`config.mk`:
```
export PLATFORM = sky130hd
export DESIGN_NAME = sqrs_div
export DESIGN_NICKNAME = d
export VERILOG_FILES = /design/src/hdl/sqrs_pkg.sv /design/src/hdl/sqrs_div.sv
export SDC_FILE = /design/constraint.sdc
export NUM_CORES = 1
export LEC_CHECK = 0
export BUFFER_PORTS_ARGS = -buffer_cell sky130_fd_sc_hd__buf_2
export CORE_UTILIZATION = 40
export CTS_CLUSTER_DIAMETER = 100
export DETAILED_ROUTE_END_ITERATION = 16
export MAX_ROUTING_LAYER = met4
export PLACE_DENSITY_LB_ADDON = 0.15
export SYNTH_ARGS = -nofsm -noshare
export SYNTH_HDL_FRONTEND = slang
export SYNTH_SLANG_ARGS = --single-unit
```
`constraint.sdc`:
```
create_clock -name i_clk -period 39.1 [get_ports i_clk]
set_input_delay 3.91 -clock i_clk [delete_from_list [all_inputs] [get_ports i_clk]]
set_output_delay 3.91 -clock i_clk [all_outputs]
set_load 0.03 [all_outputs]
```
`src/hdl/sqrs_pkg.sv`:
```
`timescale 1ns / 1ps
// ----------------------------------------------------------------------------
// sqrs_pkg
// Types, register codes and constants of the sprite quad rotate/scale block.
// ----------------------------------------------------------------------------
package sqrs_pkg;

    typedef struct packed {
        logic signed [15:0] pos_x;
        logic signed [15:0] pos_y;
        logic [15:0]        scale_x;
        logic [15:0]        scale_y;
        logic [12:0]        rotation_deg;
        logic signed [15:0] center_x;
        logic signed [15:0] center_y;
        logic [11:0]        tex_off_x;
        logic [11:0]        tex_off_y;
        logic [31:0]        color_rgba;
    } t_sprite_in;

    typedef struct packed {
        logic [1:0]         corner;
        logic signed [19:0] vtx_x;
        logic signed [19:0] vtx_y;
        logic [19:0]        tex_u;
        logic [19:0]        tex_v;
        logic [31:0]        out_color;
        logic               last_corner;
    } t_vertex_out;

    // corner tag carried alongside the datapath
    typedef struct packed {
        logic [1:0]  corner;
        logic [31:0] color;
    } t_tag;

    localparam logic [1:0] REG_TEX_W = 2'd0;
    localparam logic [1:0] REG_TEX_H = 2'd1;
    localparam logic [1:0] REG_DSP_X = 2'd2;
    localparam logic [1:0] REG_DSP_Y = 2'd3;

    localparam logic [12:0] FULL_TURN_Q4 = 13'd5760;
    localparam int          ANGLE_NW     = 25;
    localparam int          ANGLE_SHIFT  = 40;
    localparam logic [27:0] ANGLE_RECIP  =
        28'(((64'd1 << ANGLE_SHIFT) + 64'd5759) / 64'd5760);
    localparam logic [ANGLE_NW-1:0] HALF_TURN_Q4 = ANGLE_NW'(2880);

    localparam logic [63:0] Q30_ONE = 64'd1073741824;
    localparam logic [63:0] HALF_PI = 64'd1686629713;

    // Q1.14 sine of a phase in 2^-32 turn units (table build only)
    function automatic logic signed [15:0] sine_of_phase(input logic [31:0] ph);
        logic [63:0] f;
        logic [63:0] x;
        logic [63:0] x2;
        logic [63:0] t;
        logic [63:0] s;
        f = {34'd0, ph[29:0]};
        if (ph[30]) begin
            f = Q30_ONE - f;
        end
        x  = (f * HALF_PI) >> 30;
        x2 = (x * x) >> 30;
        t  = Q30_ONE;
        t  = Q30_ONE - ((x2 * t) >> 30) / 64'd110;
        t  = Q30_ONE - ((x2 * t) >> 30) / 64'd72;
        t  = Q30_ONE - ((x2 * t) >> 30) / 64'd42;
        t  = Q30_ONE - ((x2 * t) >> 30) / 64'd20;
        t  = Q30_ONE - ((x2 * t) >> 30) / 64'd6;
        s  = (x * t) >> 30;
        s  = (s + 64'd32768) >> 16;
        return ph[31] ? -$signed(s[15:0]) : $signed(s[15:0]);
    endfunction

endpackage

```
`src/hdl/sqrs_div.sv`:
```
`timescale 1ns / 1ps
// ----------------------------------------------------------------------------
// sqrs_div
// Four-stage pipelined restoring divider, five quotient bits per stage.
// ----------------------------------------------------------------------------
module sqrs_div (
    input  logic        i_clk,
    input  logic        i_en,
    input  logic [28:0] i_num,
    input  logic [12:0] i_den,
    input  logic        i_sat,
    output logic [19:0] o_quo,
    output logic        o_sat
);
    import sqrs_pkg::*;

    logic [28:0] r_rem [4];
    logic [19:0] r_quo [4];
    logic        r_sat [4];
    logic [28:0] n_rem [4];
    logic [19:0] n_quo [4];

    always_comb begin
        logic [32:0] rem;
        logic [32:0] sub;
        int          bi;
        int          ps;
        for (int s = 0; s < 4; s++) begin
            ps       = (s == 0) ? 0 : s - 1;
            rem      = (s == 0) ? {4'd0, i_num} : {4'd0, r_rem[ps]};
            n_quo[s] = (s == 0) ? 20'd0 : r_quo[ps];
            for (int b = 0; b < 5; b++) begin
                bi  = 19 - 5 * s - b;
                sub = {20'd0, i_den} << bi;
                if (rem >= sub) begin
                    rem          = rem - sub;
                    n_quo[s][bi] = 1'b1;
                end
            end
            n_rem[s] = rem[28:0];
        end
    end

    always_ff @(posedge i_clk) begin
        if (i_en) begin
            r_sat[0] <= i_sat;
            for (int s = 0; s < 4; s++) begin
                r_rem[s] <= n_rem[s];
                r_quo[s] <= n_quo[s];
            end
            for (int s = 1; s < 4; s++) begin
                r_sat[s] <= r_sat[s-1];
            end
        end
    end

    assign o_quo = r_quo[3];
    assign o_sat = r_sat[3];

endmodule

```
==> results by group, run 1 <==
GRT
  • Gr ovfl total: 0
  • Vias in the first global route: between 20000 and 25000
  • Initial antenna violation count: 0
  • Largest net degree at the start of global routing: 74
  • GRT Overall Usage: approximately a quarter
  • Global-route wire length before repair: 107.4 mm

Place
  • Placed Area: 23510 um^2
  • I/O Buffers: 65
  • Placer Congestion: 0.9272
  • Dpl hpwl: 53.94 mm
  • Cells after DPL: ~3600

Die
  • Chip height: 238.1 um
  • Row cnt: 86
  • Die width: 238.1 um
  • Core footprint: 55090 um^2
  • I/O pin total: 66
  • Initial core utilization: 40.46%
  • Die area: 56670 um^2

Detailed routing
  • Drt drc: 0
  • Drt first pass iters: 6
  • Via-to-Cell Ratio: 5.839
  • Violation count after the first detailed-route iteration: 1309
  • WL per Instance: 18.44 um
  • Total number of vias: 21305
  • Antenna Nets Post-Route: 0
  • DRT Wirelength: between 60 and 70 mm

STA
  • Slew Viols, Final: 0
  • Final TNS setup: 0 ns
  • Final hold violation count: 0
  • Max frequency: 0.04400 GHz
  • Final setup fails: 0
  • RSZ-0062 raised after global routing: false
  • Measured slew at the worst slew-check pin: 1.209 ns
  • Worst Hold Margin: 0.4104 ns
  • Tmin final: between 20 and 25 ns
  • Slew headroom: 19.11%
  • Crit share post-route: about three fifths
  • Clk_skew: 0.01570 ns

Yosys
  • Post-synth EDFFs: 141
  • Sequential element share of the synthesized area: 19.00%
  • Most used DFF post-synth: edfxtp_1
  • FF+latch count, synth: 141
  • Async set or reset register ratio after synthesis: 0%
  • Syn nets: 3153
  • Synth warn: 0
  • Post-synthesis cell type count: 108
  • Syn_area_per_cell: around 7.9 um^2
  • Post-Syn Area: 22290 um^2
  • Cells after Synth: 2832

Run status
  • Status: complete, no violations

Final layout
  • N_diodes: 0
  • Area Overhead vs Synth: 8.106%
  • Most frequent cells in the layout: nor2_1 (266), a21oi_1 (258), ha_1 (257), nand2_1 (243), o21ai_0 (183)
  • Fin area: 24100 um^2
  • Post-Layout Cell Count: 3649
  • Most common cell after layout, fill and taps aside: nor2_1
  • Fillers: 5621
  • Ratio of cells with drive above 1 in the final layout: 8.549%
  • # nets final: 3209

Worst setup path
  • RR Endpoint: r_rem[1][24]$_DFFE_PP_
  • R2R Setup Slk: 21.23 ns
  • Worst r2r path cells: 73
  • Reg2reg start: r_rem[0][14]$_DFFE_PP_
  • WS Path Type: primary input to flip-flop
  • CP endpoint kind: flip-flop
  • Required time worst endpoint: slightly below 40 ns
  • Critical path peak fanout: 25
  • Crit-path slowest cell: nor2_1
  • Crit-path most repeated cell: a21oi_1
  • Startpoint types: primary input
  • Worst Path Arrival: ~23 ns
  • Critical Path Max Stage Delay: 1.00 ns

Clock network
  • Root buf cell: clkbuf_16
  • # H-tree levels: 4
  • Clock transition at the registers of the reported paths: 0.07 ns
  • Number of buffers created by CTS: 17
  • CTS tree: built
  • Worst-skew pair later-pin latency: ~0.49 ns
  • Post-CTS sizing: 0
  • Total clock sinks: 141
  • Clk buf depth: 2
  • Postcts setup bufs: 0
  • Cts hold-fix bufs: 0

Hold path
  • Hold Crit Class: flip-flop to flip-flop
  • Hold Crit Depth: 0
  • HP Start: r_quo[2][5]$_DFFE_PP_
  • WHS Endpoint: r_quo[3][5]$_DFFE_PP_

Job
  • Max-cap violations: 0
==> layer usage <==
layer / share of wire [%] / global-route usage, % / vias up
li1: - / - / 10651
met1: 48 / 32.00 / 10115
met2: 46 / 39.73 / 440
met3: 3.3 / 2.395 / 99
met4: 2.6 / 8.100 / 0
met5: 0 / - / -
==> final cells by class <==
cell class | count | area [um^2] | share of cell area [%]
inverters | 187 | 706.9 | 2.934
clock inverters | 15 | 157.7 | 0.6543
clock buffers | 17 | 425.4 | 1.766
multi-input cells | 2447 | 17090 | 70.91
well taps | 748 | 935.9 | 3.884
flip-flops and latches | 141 | 4234 | 17.57
repair buffers | 94 | 549.3 | 2.280
==> worst max-delay path: cells and delay by family <==
family	cells	cell delay [ns]
AND/OR/NAND/NOR	18	4.10
AO/OA/AOI/OAI	47	9.74
multiplexers	3	1.26
adder cells (fa/ha/maj)	6	2.20
buffers and inverters	6	1.73
==> Yosys cell counts, drive strengths merged (40+ instances only) <==
| master | number | area [um^2] |
|---|---|---|
| nor2b | 50 | 315.3 |
| nand3 | 92 | 478.0 |
| inv | 185 | 699.4 |
| nand2b | 42 | 262.8 |
| a21o | 80 | 600.6 |
| o21ai | 189 | 945.9 |
| o21a | 40 | 300.3 |
| nor2 | 268 | 1011 |
| edfxtp | 141 | 4234 |
| a21oi | 259 | 1300 |
| ha | 257 | 3216 |
| nor3 | 68 | 371.6 |
| nor4 | 42 | 290.3 |
| mux2 | 69 | 777.0 |
| xnor2 | 152 | 1331 |
| xor2 | 50 | 437.9 |
| nand2 | 243 | 912.1 |
| nand4 | 52 | 325.3 |
==> cell families after synthesis <==
logic type,synth area share (%)
simple gates,23.07
compound gates,24.82
fa+ha+maj,16.13
buf+inv,4.345
xor+xnor,7.938
flops,19.00
mux,4.699
==> sequential cells by signal (all words and copies together), names as in the netlist <==
signal / count
r_rem: 87
r_sat: 4
r_quo: 50
==> stage by stage <==
| step | util, % | setup WS [ns] |
|---|---|---|
| detailed placement | 42.68 | 16.02 |
| floorplan | - | 19.45 |
| finish | 43.74 | 16.37 |
| CTS | 43.74 | 16.44 |
| global route | 43.74 | 14.41 |
| global placement | 42.68 | 16.12 |
==> worst max path at each step <==
stage	start	end	slack, ns	cells past startpoint
final	i_den[0]	r_rem[0][17]$_DFFE_PP_	16.37	80
after detailed placement	i_den[0]	r_rem[0][17]$_DFFE_PP_	16.02	80
after CTS	i_den[0]	r_rem[0][17]$_DFFE_PP_	16.44	80
after global placement	i_den[0]	r_rem[0][17]$_DFFE_PP_	16.12	80
after floorplan	i_den[1]	r_rem[0][21]$_DFFE_PP_	19.45	81
after global routing	i_den[0]	r_rem[0][17]$_DFFE_PP_	14.41	80
Power of run 1 is left out: the tool's default activity adds up to more than one toggle a clock period on the data nets, which glitch-free logic cannot reach.
==> inputs of run 2 (changes only) <==
==> constraint.sdc (replaced) <==
create_clock -name i_clk -period 23.2 [get_ports i_clk]
set_input_delay 2.32 -clock i_clk [delete_from_list [all_inputs] [get_ports i_clk]]
set_output_delay 2.32 -clock i_clk [all_outputs]
set_load 0.03 [all_outputs]
==> run 2 against run 1 <==
Compared with the run above: design area hardly changed; critical path depth is 1 higher; first-iteration DRC count is 11% higher; via count hardly changed; non-clock buffer count is 3 higher; hold slack better by 0.0081 ns; setup slack worse by 14 ns; die area stayed put; core utilization hardly changed.
==> results by group, run 2 (synthesized netlist as in run 1, its figures left out) <==
Clock network
  • Total clock sinks: 141
  • Worst-skew pair later-pin latency: a little under 0.5 ns
  • Cts hold-fix bufs: 0
  • Clock transition at the registers of the reported paths: around 0.060 ns
  • Root buf cell: clkbuf_16
  • Post-CTS sizing: 0
  • CTS tree: built
  • # H-tree levels: 4
  • Clk buf depth: 2
  • Number of buffers created by CTS: 17
  • Postcts setup bufs: 0

Detailed routing
  • Violation count after the first detailed-route iteration: 1450
  • Via-to-Cell Ratio: a little under 6
  • Total number of vias: 21299
  • DRT Wirelength: 68.79 mm
  • Drt drc: 0
  • Antenna Nets Post-Route: 0
  • Drt first pass iters: 6
  • WL per Instance: 18.85 um

Die
  • I/O pin total: 66
  • Row cnt: 86
  • Die area: ~57000 um^2
  • Die width: 238.1 um
  • Core footprint: 55090 um^2
  • Chip height: roughly 240 um
  • Initial core utilization: ~40%

STA
  • Tmin final: between 20 and 25 ns
  • Final hold violation count: 0
  • Slew headroom: 18.27%
  • Final setup fails: 0
  • Max frequency: 0.04744 GHz
  • Crit share post-route: 90.86%
  • Final TNS setup: 0 ns
  • Measured slew at the worst slew-check pin: 1.221 ns
  • RSZ-0062 raised after global routing: false
  • Slew Viols, Final: 0
  • Clk_skew: 0.01317 ns

Worst setup path
  • Critical Path Max Stage Delay: 1.01 ns
  • Worst Path Arrival: 21.31 ns
  • Required time worst endpoint: 23.43 ns
  • Critical path peak fanout: 32
  • CP endpoint kind: flip-flop
  • Startpoint types: primary input
  • Worst r2r path cells: 74
  • WS Path Type: primary input to flip-flop
  • R2R Setup Slk: 5.31 ns
  • Crit-path slowest cell: nor2_1
  • RR Endpoint: r_rem[1][24]$_DFFE_PP_
  • Reg2reg start: r_rem[0][14]$_DFFE_PP_
  • Crit-path most repeated cell: a21oi_1

Final layout
  • # nets final: 3212
  • Most common cell after layout, fill and taps aside: nor2_1
  • Biggest regs: r_rem: 87 flops, r_quo: 50 flops, r_sat: 4 flops
  • Post-Layout Cell Count: 3649
  • Biggest register: r_rem
  • Most frequent cells in the layout: nor2_1 (266), a21oi_1 (258), ha_1 (257), nand2_1 (243), o21ai_0 (183)
  • Ratio of cells with drive above 1 in the final layout: 8.514%
  • Max FFs per register: 87
  • N_diodes: 0
  • Fillers: approximately 5600
  • Area Overhead vs Synth: 8.067%

GRT
  • Gr ovfl total: 0
  • GRT Overall Usage: 24.80%
  • Global-route wire length before repair: ~110 mm
  • Largest net degree at the start of global routing: 73
  • Initial antenna violation count: 0
  • Vias in the first global route: 20262

Place
  • Placer Congestion: between 0.9 and 1
  • Dpl hpwl: 54.65 mm
  • Cells after DPL: 3620
  • I/O Buffers: 65

Hold path
  • Hold Crit Class: flip-flop to flip-flop
  • HP Start: r_quo[2][9]$_DFFE_PP_
  • WHS Endpoint: r_quo[3][9]$_DFFE_PP_
  • Hold Crit Depth: 0

Job
  • Max-cap violations: 0

Run status
  • Status: complete, no violations
==> run 2: changes by cell type in the layout (fill, tap and decap cells not counted), moves of 2 or more <==
| cell | delta |
|---|---|
| buf_4 | +3 |
| inv_8 | -4 |
| inv_6 | -2 |
| clkbuf_1 | +2 |
==> run 2: area by class of cell <==
| cell class | instances | area, um^2 | area share, % |
|---|---|---|---|
| multi-input cells | 2447 | 17090 | 70.94 |
| flip-flops and latches | 141 | 4234 | 17.58 |
| well taps | 748 | 935.9 | 3.886 |
| inverters | 187 | 706.9 | 2.935 |
| repair buffers | 97 | 571.8 | 2.374 |
| clock buffers | 19 | 432.9 | 1.797 |
| clock inverters | 10 | 118.9 | 0.4935 |
==> run 2: worst max-delay path by stage <==
stage | startpoint | slack, ns | end | depth (start not counted)
2_1_floorplan | i_den[1] | 5.14 | r_rem[0][21]$_DFFE_PP_ | 81
3_3_place_gp | i_den[1] | 2.01 | r_rem[0][17]$_DFFE_PP_ | 81
3_5_place_dp | i_den[1] | 1.81 | r_rem[0][17]$_DFFE_PP_ | 81
4_1_cts | i_den[1] | 2.23 | r_rem[0][18]$_DFFE_PP_ | 81
5_1_grt | i_den[1] | 0.20 | r_rem[0][17]$_DFFE_PP_ | 81
6_report | i_den[1] | 2.12 | r_rem[0][18]$_DFFE_PP_ | 81
==> run 2: per-stage QoR <==
step / hold WS (ns) / area (um^2) / utilization (%) / setup WS (ns)
6_report: 0.4186 / 24090 / 43.72 / 2.121
5_1_grt: 0.4222 / 24090 / 43.72 / 0.2017
4_1_cts: 0.4196 / 24090 / 43.72 / 2.230
3_5_place_dp: 0.4045 / 23540 / 42.72 / 1.814
3_3_place_gp: 0.4008 / 23540 / 42.72 / 2.009
2_1_floorplan: 0.4003 / 22290 / - / 5.135
==> run 2: routing by layer <==
metal / GRT usage, % / share of wire, % / vias to the layer above
met4: 8.120 / 2.9 / 0
met2: 40.20 / 46 / 446
met3: 3.390 / 3.9 / 87
met1: 31.77 / 47 / 10086
met5: - / 0 / -
li1: - / - / 10680
==> run 2: worst max-delay path, delay by kind of cell <==
| family | cells | cell delay [ns] |
|---|---|---|
| AOI/OAI and AO/OA | 47 | 9.91 |
| adders and majority gates | 5 | 2.03 |
| buffers and inverters | 8 | 1.75 |
| muxes | 3 | 1.11 |
| and+or+nand+nor | 18 | 4.10 |
Power of run 2 is left out for the same reason.
